[src/design/hsvrb_pkg.sv]
// ----------------------------------------------------------------------------
// hsvrb_pkg
// shared types, constants and scaling helpers for the rainbow hsv to rgb core
// ----------------------------------------------------------------------------
package hsvrb_pkg;

   localparam logic [7:0] CH_MAX      = 8'hFF;
   localparam logic [7:0] THIRD_SCALE = 8'(256 / 3);
   localparam logic [7:0] TWO3_SCALE  = 8'((256 * 2) / 3);
   localparam logic [7:0] LVL_85      = 8'd85;
   localparam logic [7:0] LVL_170     = 8'd170;
   localparam logic [7:0] LVL_171     = 8'd171;

   // hue sectors from the top three hue bits
   typedef enum logic [2:0] {
      SECT_RED    = 3'd0,
      SECT_ORANGE = 3'd1,
      SECT_YELLOW = 3'd2,
      SECT_GREEN  = 3'd3,
      SECT_AQUA   = 3'd4,
      SECT_BLUE   = 3'd5,
      SECT_PURPLE = 3'd6,
      SECT_PINK   = 3'd7
   } sector_type;

   typedef logic [2:0][7:0] rgb_type;

   // after hue map, before desaturation
   typedef struct packed {
      rgb_type    ch;
      logic [7:0] d;
      logic       sat_full;
      logic       sat_zero;
      logic [7:0] brightness;
   } hue_beat_type;

   // after desaturation, before value scaling
   typedef struct packed {
      rgb_type    ch;
      logic [7:0] v;
      logic       val_full;
   } sat_beat_type;

   function automatic logic [7:0] scale8(input logic [7:0] i, input logic [7:0] s);
      logic [15:0] prod;
      prod = 16'(i) * 16'(s);
      return prod[15:8];
   endfunction

   // as scale8, plus one when both inputs are nonzero, so a nonzero product never rounds down to zero
   function automatic logic [7:0] scale8_floor(input logic [7:0] i, input logic [7:0] s);
      logic [15:0] prod;
      prod = 16'(i) * 16'(s);
      return prod[15:8] + 8'((i != 8'd0) && (s != 8'd0));
   endfunction

endpackage

[src/design/hsvrb_hue_stage.sv]
// ----------------------------------------------------------------------------
// hsvrb_hue_stage
// first stage: sector map with third ramps, and the desaturation level
// ----------------------------------------------------------------------------
module hsvrb_hue_stage (
   input  logic                 clock,
   input  logic                 reset,
   input  logic                 up_valid,
   output logic                 up_stall,
   input  logic [7:0]           hue,
   input  logic [7:0]           saturation,
   input  logic [7:0]           brightness,
   output logic                 dn_valid,
   input  logic                 dn_stall,
   output hsvrb_pkg::hue_beat_type dn_beat
);
   import hsvrb_pkg::*;

   logic         valid_ff, valid_in;
   hue_beat_type beat_ff, beat_in;
   logic [7:0]   pos8, third, two3, sat_inv;
   logic         advance;

   assign up_stall = valid_ff && dn_stall;
   assign advance  = !up_stall;

   always_comb begin
      pos8    = {hue[4:0], 3'b000};
      third   = scale8(pos8, THIRD_SCALE);
      two3    = scale8(pos8, TWO3_SCALE);
      sat_inv = ~saturation;
      beat_in = '0;
      unique case (sector_type'(hue[7:5]))
         SECT_RED: begin
            beat_in.ch = {8'd0, third, CH_MAX - third};
         end
         SECT_ORANGE: begin
            beat_in.ch = {8'd0, LVL_85 + third, LVL_171};
         end
         SECT_YELLOW: begin
            beat_in.ch = {8'd0, LVL_170 + third, LVL_171 - two3};
         end
         SECT_GREEN: begin
            beat_in.ch = {third, CH_MAX - third, 8'd0};
         end
         SECT_AQUA: begin
            beat_in.ch = {LVL_85 + two3, LVL_171 - two3, 8'd0};
         end
         SECT_BLUE: begin
            beat_in.ch = {CH_MAX - third, 8'd0, third};
         end
         SECT_PURPLE: begin
            beat_in.ch = {LVL_171 - third, 8'd0, LVL_85 + third};
         end
         SECT_PINK: begin
            beat_in.ch = {LVL_85 - third, 8'd0, LVL_170 + third};
         end
      endcase
      beat_in.d          = scale8_floor(sat_inv, sat_inv);
      beat_in.sat_full   = (saturation == CH_MAX);
      beat_in.sat_zero   = (saturation == 8'd0);
      beat_in.brightness = brightness;
      valid_in           = advance ? up_valid : valid_ff;
   end

   always_ff @(posedge clock) begin
      if (reset) begin
         valid_ff <= 1'b0;
      end else begin
         valid_ff <= valid_in;
      end
   end

   always_ff @(posedge clock) begin
      if (advance && up_valid) begin
         beat_ff <= beat_in;
      end
   end

   assign dn_valid = valid_ff;
   assign dn_beat  = beat_ff;

endmodule

[src/design/hsvrb_sat_stage.sv]
// ----------------------------------------------------------------------------
// hsvrb_sat_stage
// second stage: blend toward white, and the squared value level
// ----------------------------------------------------------------------------
module hsvrb_sat_stage (
   input  logic                    clock,
   input  logic                    reset,
   input  logic                    up_valid,
   output logic                    up_stall,
   input  hsvrb_pkg::hue_beat_type up_beat,
   output logic                    dn_valid,
   input  logic                    dn_stall,
   output hsvrb_pkg::sat_beat_type dn_beat
);
   import hsvrb_pkg::*;

   logic         valid_ff, valid_in;
   sat_beat_type beat_ff, beat_in;
   logic [7:0]   keep, kept;
   logic         advance;

   assign up_stall = valid_ff && dn_stall;
   assign advance  = !up_stall;

   always_comb begin
      keep    = ~up_beat.d;
      beat_in = '0;
      for (int k = 0; k < 3; k++) begin
         kept = (up_beat.ch[k] != 8'd0) ? scale8(up_beat.ch[k], keep) + 8'd1 : 8'd0;
         priority if (up_beat.sat_full) begin
            beat_in.ch[k] = up_beat.ch[k];
         end else if (up_beat.sat_zero) begin
            beat_in.ch[k] = CH_MAX;
         end else begin
            beat_in.ch[k] = kept + up_beat.d;
         end
      end
      beat_in.v        = scale8_floor(up_beat.brightness, up_beat.brightness);
      beat_in.val_full = (up_beat.brightness == CH_MAX);
      valid_in         = advance ? up_valid : valid_ff;
   end

   always_ff @(posedge clock) begin
      if (reset) begin
         valid_ff <= 1'b0;
      end else begin
         valid_ff <= valid_in;
      end
   end

   always_ff @(posedge clock) begin
      if (advance && up_valid) begin
         beat_ff <= beat_in;
      end
   end

   assign dn_valid = valid_ff;
   assign dn_beat  = beat_ff;

endmodule

[src/design/hsvrb_val_stage.sv]
// ----------------------------------------------------------------------------
// hsvrb_val_stage
// third stage: value scaling into the output register
// ----------------------------------------------------------------------------
module hsvrb_val_stage (
   input  logic                    clock,
   input  logic                    reset,
   input  logic                    up_valid,
   output logic                    up_stall,
   input  hsvrb_pkg::sat_beat_type up_beat,
   output logic                    dn_valid,
   input  logic                    dn_stall,
   output hsvrb_pkg::rgb_type      dn_rgb
);
   import hsvrb_pkg::*;

   logic    valid_ff, valid_in;
   rgb_type rgb_ff, rgb_in;
   logic    advance;

   assign up_stall = valid_ff && dn_stall;
   assign advance  = !up_stall;

   always_comb begin
      rgb_in = '0;
      for (int k = 0; k < 3; k++) begin
         priority if (up_beat.val_full) begin
            rgb_in[k] = up_beat.ch[k];
         end else if ((up_beat.v == 8'd0) || (up_beat.ch[k] == 8'd0)) begin
            rgb_in[k] = 8'd0;
         end else begin
            rgb_in[k] = scale8(up_beat.ch[k], up_beat.v) + 8'd1;
         end
      end
      valid_in = advance ? up_valid : valid_ff;
   end

   always_ff @(posedge clock) begin
      if (reset) begin
         valid_ff <= 1'b0;
      end else begin
         valid_ff <= valid_in;
      end
   end

   always_ff @(posedge clock) begin
      if (advance && up_valid) begin
         rgb_ff <= rgb_in;
      end
   end

   assign dn_valid = valid_ff;
   assign dn_rgb   = rgb_ff;

endmodule

[src/design/hsv_rainbow_to_rgb_core.sv]
// ----------------------------------------------------------------------------
// hsv_rainbow_to_rgb_core
// 8-bit hsv to rgb colour conversion over the rainbow hue map, three stages
// ----------------------------------------------------------------------------
//
//   channel  ports                                     direction
//   req      req_valid req_stall req_hue/saturation/    in  (stall out)
//            req_brightness
//   rsp      rsp_valid rsp_stall rsp_red/green/blue     out (stall in)
//
// one beat enters per clock while req_stall is low; a result passes the hue, sat and val registers
// the depth is set by the three multiply stages: hue ramps, desaturation, value
// reset clears the stage valid bits only; the data registers need none
// a stall on rsp holds each full stage and only backs up into req_stall
// once the stage in front of it is full, so bubbles are squeezed out
//
module hsv_rainbow_to_rgb_core (
   input  logic       clock,
   input  logic       reset,
   input  logic       req_valid,
   output logic       req_stall,
   input  logic [7:0] req_hue,
   input  logic [7:0] req_saturation,
   input  logic [7:0] req_brightness,
   output logic       rsp_valid,
   input  logic       rsp_stall,
   output logic [7:0] rsp_red,
   output logic [7:0] rsp_green,
   output logic [7:0] rsp_blue
);
   import hsvrb_pkg::*;

   // stage one to two
   logic         hue_valid, hue_stall;
   hue_beat_type hue_beat;
   // stage two to three
   logic         sat_valid, sat_stall;
   sat_beat_type sat_beat;
   // output register
   rgb_type      out_rgb;

   // sector map, ramps and desaturation level
   hsvrb_hue_stage u_hue (
      .clock      (clock),
      .reset      (reset),
      .up_valid   (req_valid),
      .up_stall   (req_stall),
      .hue        (req_hue),
      .saturation (req_saturation),
      .brightness (req_brightness),
      .dn_valid   (hue_valid),
      .dn_stall   (hue_stall),
      .dn_beat    (hue_beat)
   );

   // blend toward white with the video floor
   hsvrb_sat_stage u_sat (
      .clock    (clock),
      .reset    (reset),
      .up_valid (hue_valid),
      .up_stall (hue_stall),
      .up_beat  (hue_beat),
      .dn_valid (sat_valid),
      .dn_stall (sat_stall),
      .dn_beat  (sat_beat)
   );

   // squared value scaling, last stage doubles as the output register
   hsvrb_val_stage u_val (
      .clock    (clock),
      .reset    (reset),
      .up_valid (sat_valid),
      .up_stall (sat_stall),
      .up_beat  (sat_beat),
      .dn_valid (rsp_valid),
      .dn_stall (rsp_stall),
      .dn_rgb   (out_rgb)
   );

   assign rsp_red   = out_rgb[0];
   assign rsp_green = out_rgb[1];
   assign rsp_blue  = out_rgb[2];

   // pipeline empty right after reset
   a_reset_empty : assert property (@(posedge clock)
      reset |=> !rsp_valid && !hue_valid && !sat_valid)
      else $error("pipeline not empty after reset");

   // a draining output never pushes back on the input
   a_no_false_stall : assert property (@(posedge clock) disable iff (reset)
      !rsp_stall |-> !req_stall)
      else $error("input stalled while output drains");

   // a full, blocked pipeline must push back on the input
   a_full_stall : assert property (@(posedge clock) disable iff (reset)
      (hue_valid && sat_valid && rsp_valid && rsp_stall) |-> req_stall)
      else $error("input taken while every stage is full and blocked");

   // an input stall only happens with every stage full and the output stalled
   a_stall_cause : assert property (@(posedge clock) disable iff (reset)
      req_stall |-> hue_valid && sat_valid && rsp_valid && rsp_stall)
      else $error("input stalled with a free stage");

endmodule
[config.mk]
export PLATFORM = sky130hd
export DESIGN_NAME = hsv_rainbow_to_rgb_core
export DESIGN_NICKNAME = d
export VERILOG_FILES = /design/src/design/hsvrb_pkg.sv /design/src/design/hsvrb_hue_stage.sv /design/src/design/hsvrb_sat_stage.sv /design/src/design/hsvrb_val_stage.sv /design/src/design/hsv_rainbow_to_rgb_core.sv
export SDC_FILE = /design/constraint.sdc
export NUM_CORES = 1
export LEC_CHECK = 0
export ABC_AREA = 1
export ABC_CLOCK_PERIOD_IN_PS = 8700
export BUFFER_PORTS_ARGS = -buffer_cell sky130_fd_sc_hd__buf_2
export CAP_MARGIN = 30
export CORE_ASPECT_RATIO = 0.5
export CORE_UTILIZATION = 56
export DETAILED_ROUTE_END_ITERATION = 6
export GPL_ROUTABILITY_DRIVEN = 0
export PLACE_DENSITY_LB_ADDON = 0.2
export SKIP_LAST_GASP = 1
export SYNTH_ARGS = -nofsm -noshare
export SYNTH_HDL_FRONTEND = slang
export SYNTH_SLANG_ARGS = --single-unit
[constraint.sdc]
create_clock -name clock -period 8.7 [get_ports clock]
set_clock_uncertainty 0.15 [all_clocks]
set_input_delay 0.87 -clock clock [delete_from_list [all_inputs] [get_ports clock]]
set_output_delay 0.87 -clock clock [all_outputs]
set_load 0.005 [all_outputs]
# After elaboration in Yosys (flattened, before gate mapping)
# Cells that the tools add are included.
# totals
reg_bits,102
inputBits,28
word_cells,96
out_inout_bits,26
# op_classes
reduce_logical,23
addsub,18
n_mul,10
n_bitwise,2
n_eq_ne,9
n_mux,16
# op_table
operator,n
$pmux 24 s8,1
$mul 8x8->16,8
$mux 8,15
$add 8x1->8 const B,6
$logic_not 8->1,5
$reduce_bool 8->1,5
$add 8x8->8,3
$mul 5x7->12 const B,2
$add 8x1->8,2
$eq 8x8->1 const B,2
$not 8->8,2
$sub 8x7->8 const A,2
$eq 3x3->1 const B,4
$add 7x7->8 const A,1
$add 7x8->8 const A,1
$add 8x7->8 const A,1
$sub 7x7->8 const A,1
$sub 8x8->8 const A,1
$eq 3x2->1 const B,2
$logic_and 1x1->1,6
$eq 3x1->1 const B,1
$logic_not 1->1,3
$logic_not 3->1,1
$logic_or 1x1->1,3

# Depth between registers and ports, before layout
# Gate-level depths: netlist of the first run.
# depth
depth_word,7
depth_mapped,36
ltp_nobuf,35

# Cells and area by module
# From an unflattened synthesis of the first run, not the netlist that was laid out.
# hier_totals
hier_cells,3392
hier_area_um2,23954.2
# by_module_without_submodules
mod,seq_area_each_um2,cells_each,instances,area_each_um2
hsvrb_sat_stage,1011.0,1461,1,10607.7
hsvrb_val_stage,740.7,1283,1,8495.6
hsvrb_hue_stage,1281.2,648,1,4850.9

# Least setup slack after synthesis of the first run
# Ideal clock, no wire load.
# synth_timing
path_type,flip-flop to flip-flop
startpoint,register u_hue.beat_ff (netlist bit u_hue.dn_beat[16])
endpoint,register u_sat.beat_ff (netlist bit u_sat.dn_beat[32]) (data pin)
path_buffers,2
arrival_ns,5.850
synth_period_minus_slack_ns,6.249
required_time_ns,8.301
setup_ns,0.249
setup_slack_ns,2.451
path_stages_with_launch,34
path_cell_list,edfxtp_1 > clkbuf_1 > clkbuf_1 > nor2_1 > fa_1 > fa_1 > fa_1 > inv_1 > fa_1 > inv_1 > ha_1 > a21oi_1 > a21boi_0 > nand2_1 > nand2_1 > nand2_1 > inv_1 > ha_1 > nand2_1 > nor2_1 > nand2_1 > o21ai_0 > a21oi_1 > ha_1 > nand2_1 > inv_1 > nand4_1 > o211ai_1 > xor2_1 > inv_1 > nand4_1 > nand3_1 > nand2_1 > inv_1
# synth_lines
item,line,text
start: declaration,hsvrb_hue_stage.sv:20,"hue_beat_type beat_ff, beat_in;"
start signal: assignment,hsvrb_hue_stage.sv:76,beat_ff <= beat_in;
end signal: assignment,hsvrb_sat_stage.sv:53,beat_ff <= beat_in;
end: declaration,hsvrb_sat_stage.sv:18,"sat_beat_type beat_ff, beat_in;"

==> results of run 1 <==
worst reg2reg max path, delay by kind of cell, from the launching register on:
family / cells / cell delay [ns]
AND/OR/NAND/NOR: 10 / 1.08
adder cells (fa/ha/maj): 7 / 2.96
flip-flops: 1 / 0.85
XOR/XNOR: 1 / 0.19
AO/OA/AOI/OAI: 5 / 0.77
buffers and inverters: 7 / 0.63
registers in the layout, summed over array words and instances (netlist names):
name and flops:
u_hue.dn_beat 42, u_sat.dn_beat 33, u_val.dn_rgb 24, u_hue.dn_valid 1, u_sat.dn_valid 1, u_val.dn_valid 1
how the worst min path moves through the flow:
stage | startpoint | to | slack [ns] | cells after the start
4_1_cts | u_hue.dn_valid$_SDFFE_PP0N_ | u_sat.dn_valid$_SDFFE_PP0N_ | 0.32 | 2
5_1_grt | u_hue.dn_valid$_SDFFE_PP0N_ | u_sat.dn_valid$_SDFFE_PP0N_ | 0.34 | 2
6_report | u_hue.dn_valid$_SDFFE_PP0N_ | u_sat.dn_valid$_SDFFE_PP0N_ | 0.32 | 2
3_5_place_dp | u_hue.dn_valid$_SDFFE_PP0N_ | u_sat.dn_valid$_SDFFE_PP0N_ | 0.31 | 2
3_3_place_gp | u_hue.dn_valid$_SDFFE_PP0N_ | u_sat.dn_valid$_SDFFE_PP0N_ | 0.31 | 2
2_1_floorplan | u_hue.dn_valid$_SDFFE_PP0N_ | u_sat.dn_valid$_SDFFE_PP0N_ | 0.29 | 2
cell usage after synthesis (6+ instances only):
cell type,number,area [um^2]
edfxtp_1,99,2970
a221oi_1,6,52.6
o21ai_1,9,45.0
o22ai_1,18,113
a31oi_1,7,43.8
nor2_2,14,87.6
inv_2,12,45.0
nand3_1,127,636
o21ai_0,54,270
inv_1,721,2710
xnor2_1,27,236
ha_1,306,3830
clkbuf_1,70,263
o211ai_1,8,60.1
a21o_1,10,75.1
o2111ai_1,6,52.6
fa_1,264,5290
nand4_1,30,188
nand2_1,739,2770
nor3_1,18,90.1
a21oi_1,114,571
nor2_1,316,1190
xor2_1,45,394
buf_1,7,26.3
nor4_1,20,125
buf_2,10,50.1
or2_2,8,50.1
nor2_4,6,67.6
nand2_2,27,169
logic make-up after synthesis:
| group | count (synthesis) | synth area share |
|---|---|---|
| fa+ha+maj | 570 | 0.392 |
| xor+xnor | 82 | 0.0346 |
| compound gates | 272 | 0.0697 |
| buf+inv | 827 | 0.135 |
| flops | 102 | 0.130 |
| simple gates | 1323 | 0.238 |
| other cells | 1 | 0.000161 |
metal layers:
layer | track usage | up-vias | part of all wire
li1 | - | 9749 | -
met1 | 0.351 | 9255 | 0.44
met2 | 0.451 | 541 | 0.47
met3 | 0.0480 | 66 | 0.069
met4 | 0.0620 | 0 | 0.018
met5 | 0 | - | 0
area by class of cell:
| type | instances | area (um^2) | share of cell area |
|---|---|---|---|
| Multi-Input combinational cell | 2248 | 17100 | 0.705 |
| Sequential cell | 102 | 3030 | 0.125 |
| Inverter | 735 | 2760 | 0.114 |
| Tap cell | 540 | 676 | 0.0279 |
| Timing Repair Buffer | 69 | 425 | 0.0175 |
| Clock buffer | 9 | 225 | 0.00929 |
| Clock inverter | 7 | 47.5 | 0.00196 |
through the flow:
step                utilization  area (um^2)  hold slack (ns)
finish                    0.596        24300            0.321
global route              0.596        24300            0.342
CTS                       0.596        24200            0.322
detailed placement        0.589        24000            0.309
global placement          0.588        23900            0.306
floorplan                     -        23300            0.295
==> run_results.csv, run 1 <==
group,metric,value,unit
setup_path,crit_required,8.69,ns
hold_path,hold_path.class,"reg -> reg",
setup_path,start_kind,"flip-flop",
setup_path,crit_buf_inv,7,
setup_path,path_max_fanout,17,
detailed_routing,wl_per_cell,14.5,um
global_route,grt_max_degree,43,
setup_path,crit_arrival,6.85,ns
synth,yosysUniqueCellTypes,60,
setup_path,rrSetupSlack,1.84,ns
synth,avgSynthCellArea,7.32,um^2
placement,portBuffers,53,
clock_network,cts_max_level,3,
clock_network,clock-sinks,102,
clock_network,cts.clk_slew.worst_paths,0.08,ns
floorplanning,initial_core_util,0.572,
setup_path,cp_num_cells,30,
sta,setup_viol,0,
detailed_routing,route.detailed.drc,0,
sta,max_freq,0.146,GHz
detailed_routing,vias_per_cell,5.29,
sta,period_minus_slack,6.86,ns
final_layout,fill_cells,3744,
synth,ys_warn_count,0,
final_layout,areaGrowthSynthToFinish,4.32,%
synth,async_flop_share,0,
clock_network,numCtsBuffers,9,
final_layout,nNetsFinal,3763,
synth,synth_flop_cell,"edfxtp_1",
synth,synth_area,0.0233,mm^2
placement,hpwl,43.5,mm
floorplanning,die_h,146,um
sta,grt_setup_unrepaired,"false",
sta,relSlewSlack,0.247,
final_layout,final_cell_mix,"739 x nand2_1, 721 x inv_1, 315 x nor2_1, 306 x ha_1, 264 x fa_1",
floorplanning,die_w,290,um
clock_network,post_cts_resized,0,
synth,ys_ff_latch,102,
final_layout,drive_above_1_share,0.0577,
clock_network,root_buffer,"clkbuf_16",
sta,timing.final.crit_share,0.789,
clock_network,clock_latency,0.38,ns
clock_network,clk_path_buf_depth,2,
floorplanning,ios,54,
setup_path,endpoint_kind,"flip-flop",
clock_network,cts_hold_buf,0,
setup_path,crit_top_cell,"inv_1",
detailed_routing,dr.pass1.iters,5,
setup_path,worstSetupStartpoint,"u_hue.dn_beat[14]$_DFFE_PP_",
setup_path,r2r-start,"u_hue.dn_beat[14]$_DFFE_PP_",
sta,tightest_slew,1.13,ns
placement,dp_cells,3693,
synth,synth_fp_nets,3775,
setup_path,r2r_cells,30,
final_layout,final_common_cell,"nand2_1",
setup_path,timing.rr.end,"u_sat.dn_beat[24]$_DFFE_PP_",
final_layout,stdcell_count,3710,
setup_path,path_class,"reg -> reg",
clock_network,cts_tree,"yes",
detailed_routing,vias,19600,
synth,synthCells,3177,
global_route,antenna_found_initial,0,
setup_path,cp-endpoint,"u_sat.dn_beat[24]$_DFFE_PP_",
job,cap_violations,0,
setup_path,crit_path_max_incr_delay,0.85,ns
floorplanning,dieArea,0.0424,mm^2
setup_path,crit_path_top_delay_cell,"edfxtp_1",
final_layout,antennaDiodeCount,0,
global_route,grt-ovfl-total,0,
setup_path,critical-path-top-delay-family,"adder cells",
sta,fin_ws,1.84,ns
clock_network,cts_setup_buffers,0,
floorplanning,coreArea,0.0407,mm^2
outcome,status,"finished, final reports clean",
synth,synth_edf_count,99,
sta,timing.setup.tns,0,ns
detailed_routing,wirelength,53.9,mm
global_route,grt_pass1_vias,19400,
sta,slew_viol_final,0,
detailed_routing,drtIter0Drc,1455,
detailed_routing,postRouteAntennaNets,0,
global_route,track_usage,0.265,
sta,final-hold-violation-count,0,
floorplanning,rows,52,
global_route,grt_pass1_wl,91.8,mm
synth,ys_seq_area_frac,0.130,
placement,dpl_worst_slack,1.91,ns
Power of run 1 is not shown: default switching activity piles up to over one toggle a cycle in this logic, so the estimate is an artifact.
==> run 2, diff against run 1 <==
--- a/config.mk
+++ b/config.mk
@@ -6,7 +6,7 @@
 export NUM_CORES = 1
 export LEC_CHECK = 0
 export ABC_AREA = 1
-export ABC_CLOCK_PERIOD_IN_PS = 8700
+export ABC_CLOCK_PERIOD_IN_PS = 5600
 export BUFFER_PORTS_ARGS = -buffer_cell sky130_fd_sc_hd__buf_2
 export CAP_MARGIN = 30
 export CORE_ASPECT_RATIO = 0.5
==> constraint.sdc (replaced) <==
create_clock -name clock -period 5.6 [get_ports clock]
set_clock_uncertainty 0.15 [all_clocks]
set_input_delay 0.56 -clock clock [delete_from_list [all_inputs] [get_ports clock]]
set_output_delay 0.56 -clock clock [all_outputs]
set_load 0.005 [all_outputs]
==> run 2 against run 1 <==
  * The run now ends with setup timing left
  * Sequential share of layout area is 1.6 points lower
  * Highest routed layer unchanged
  * Via count up 8.4%
  * Fmax rose by 13%
==> run_results.csv, run 2 (same netlist as run 1, synthesis figures left out) <==
group,metric,value,unit
detailed_routing,drtIter0Drc,1582,
placement,portBuffers,53,
setup_path,crit_path_max_incr_delay,0.60,ns
hold_path,hold_start,"req_brightness[5]",
global_route,grt_max_degree,43,
sta,grt_setup_unrepaired,"true",
final_layout,areaGrowthSynthToFinish,19.8,%
sta,slew_viol_final,0,
setup_path,start_kind,"flip-flop",
detailed_routing,route.detailed.drc,0,
floorplanning,initial_core_util,0.572,
setup_path,r2r-start,"u_hue.dn_beat[13]$_DFFE_PP_",
global_route,grt_pass1_wl,99.5,mm
final_layout,nNetsFinal,4041,
detailed_routing,wl_per_cell,15.1,um
hold_path,hold_depth,1,
detailed_routing,dr.pass1.iters,5,
clock_network,clock_latency,0.39,ns
setup_path,crit_arrival,6.07,ns
floorplanning,die_h,146,um
sta,fin_ws,-0.465,ns
setup_path,worstSetupStartpoint,"u_hue.dn_beat[13]$_DFFE_PP_",
sta,setup_viol,15,
sta,timing.final.crit_share,1.08,
final_layout,drive_above_1_share,0.208,
clock_network,clk_path_buf_depth,2,
sta,relSlewSlack,0.324,
placement,dp_cells,3908,
placement,hpwl,47.0,mm
sta,timing.setup.tns,-3.15,ns
global_route,track_usage,0.286,
clock_network,clock-sinks,102,
setup_path,timing.rr.end,"u_sat.dn_beat[16]$_DFFE_PP_",
clock_network,root_buffer,"clkbuf_16",
final_layout,stdcell_count,3988,
sta,tightest_slew,1.01,ns
global_route,grt_pass1_vias,21100,
sta,whs,0.207,ns
outcome,status,"finished with violations",
setup_path,crit_path_top_delay_cell,"fa_1",
final_layout,antennaDiodeCount,0,
clock_network,numCtsBuffers,9,
setup_path,rrSetupSlack,-0.46,ns
detailed_routing,postRouteAntennaNets,0,
hold_path,whs_endpoint,"u_hue.dn_beat[5]$_DFFE_PP_",
global_route,grt-ovfl-total,0,
sta,max_freq,0.165,GHz
detailed_routing,vias,21300,
global_route,antenna_found_initial,0,
clock_network,cts.clk_slew.worst_paths,0.09,ns
detailed_routing,vias_per_cell,5.33,
setup_path,endpoint_kind,"flip-flop",
detailed_routing,wirelength,60.1,mm
final_layout,largest_reg_flops,42,
outcome,violations,"setup timing",
final_layout,final_common_cell,"nand2_1",
floorplanning,coreArea,0.0407,mm^2
clock_network,cts_max_level,3,
floorplanning,ios,54,
setup_path,path_max_fanout,4,
floorplanning,die_w,290,um
setup_path,crit_top_cell,"nand2_2",
final_layout,final_cell_mix,"685 x nand2_1, 680 x inv_1, 278 x ha_1, 267 x nor2_1",
sta,period_minus_slack,6.06,ns
setup_path,crit_required,5.61,ns
sta,final-hold-violation-count,0,
final_layout,fill_cells,3295,
clock_network,cts_tree,"yes",
setup_path,path_class,"reg -> reg",
clock_network,cts_hold_buf,0,
floorplanning,dieArea,0.0424,mm^2
setup_path,r2r_cells,31,
job,cap_violations,0,
floorplanning,rows,52,
hold_path,hold_path.class,"in -> reg",
run 2: cell count changes in the layout (fill, tap and decap cells not counted), moves of 30 or more:
cell,before,now
buf_4,14,256
nand2_2,27,70
inv_2,12,48
nor2_4,7,40
inv_1,721,680
a21oi_1,113,83
nand2_1,739,685
nor2_1,315,267
run 2: stage by stage:
step | utilization | setup slack [ns] | cell area, um^2
global route | 0.685 | -0.707 | 27900
detailed placement | 0.637 | -0.409 | 25900
finish | 0.685 | -0.465 | 27900
global placement | 0.637 | -0.256 | 25900
floorplan | - | -0.00276 | 23700
CTS | 0.663 | -0.261 | 27000
run 2: area by class of cell:
class / instances / area [um^2] / area share
sequential: 102 / 3030 / 0.109
inverter: 735 / 2780 / 0.0997
timing repair buffer: 347 / 2690 / 0.0965
clock inverter: 6 / 51.3 / 0.00184
clock buffer: 10 / 229 / 0.00822
tap: 540 / 676 / 0.0242
multi-input combinational: 2248 / 18400 / 0.661
run 2: worst max-delay path: cells and delay by family (launching register included):
| kind | cells | cell delay (ns) |
|---|---|---|
| XOR/XNOR | 1 | 0.19 |
| buffers and inverters | 8 | 0.64 |
| AND/OR/NAND/NOR | 11 | 1.00 |
| AO/OA/AOI/OAI | 4 | 0.52 |
| flip-flops | 1 | 0.50 |
| adder cells (fa/ha/maj) | 7 | 2.82 |
run 2: repair_timing:
item / 4_1_cts / 5_1_grt
pin swaps: 127 / 98
resized for setup: 145 / 171
gates cloned: 2 / 0
hold endpoints to repair: 0 / 0
buffers inserted: 40 / 27
setup endpoints to repair: 15 / 25
run 2: worst max-delay path by stage:
stage                                  endpoint  slack, ns  cells past startpoint
CTS                 u_sat.dn_beat[16]$_DFFE_PP_      -0.26                     34
floorplan           u_sat.dn_beat[24]$_DFFE_PP_     -0.003                     31
finish              u_sat.dn_beat[16]$_DFFE_PP_      -0.46                     31
global placement    u_sat.dn_beat[32]$_DFFE_PP_      -0.26                     33
detailed placement  u_sat.dn_beat[32]$_DFFE_PP_      -0.41                     33
global route        u_sat.dn_beat[16]$_DFFE_PP_      -0.71                     34
run 2: metal layers:
layer,vias to the layer above,wire [um],GRT usage
met5,-,0,0
met2,675,29100,0.497
li1,10300,-,-
met3,127,4040,0.0440
met1,10100,25400,0.368
met4,0,1610,0.0872
Power of run 2 is left out for the same reason.
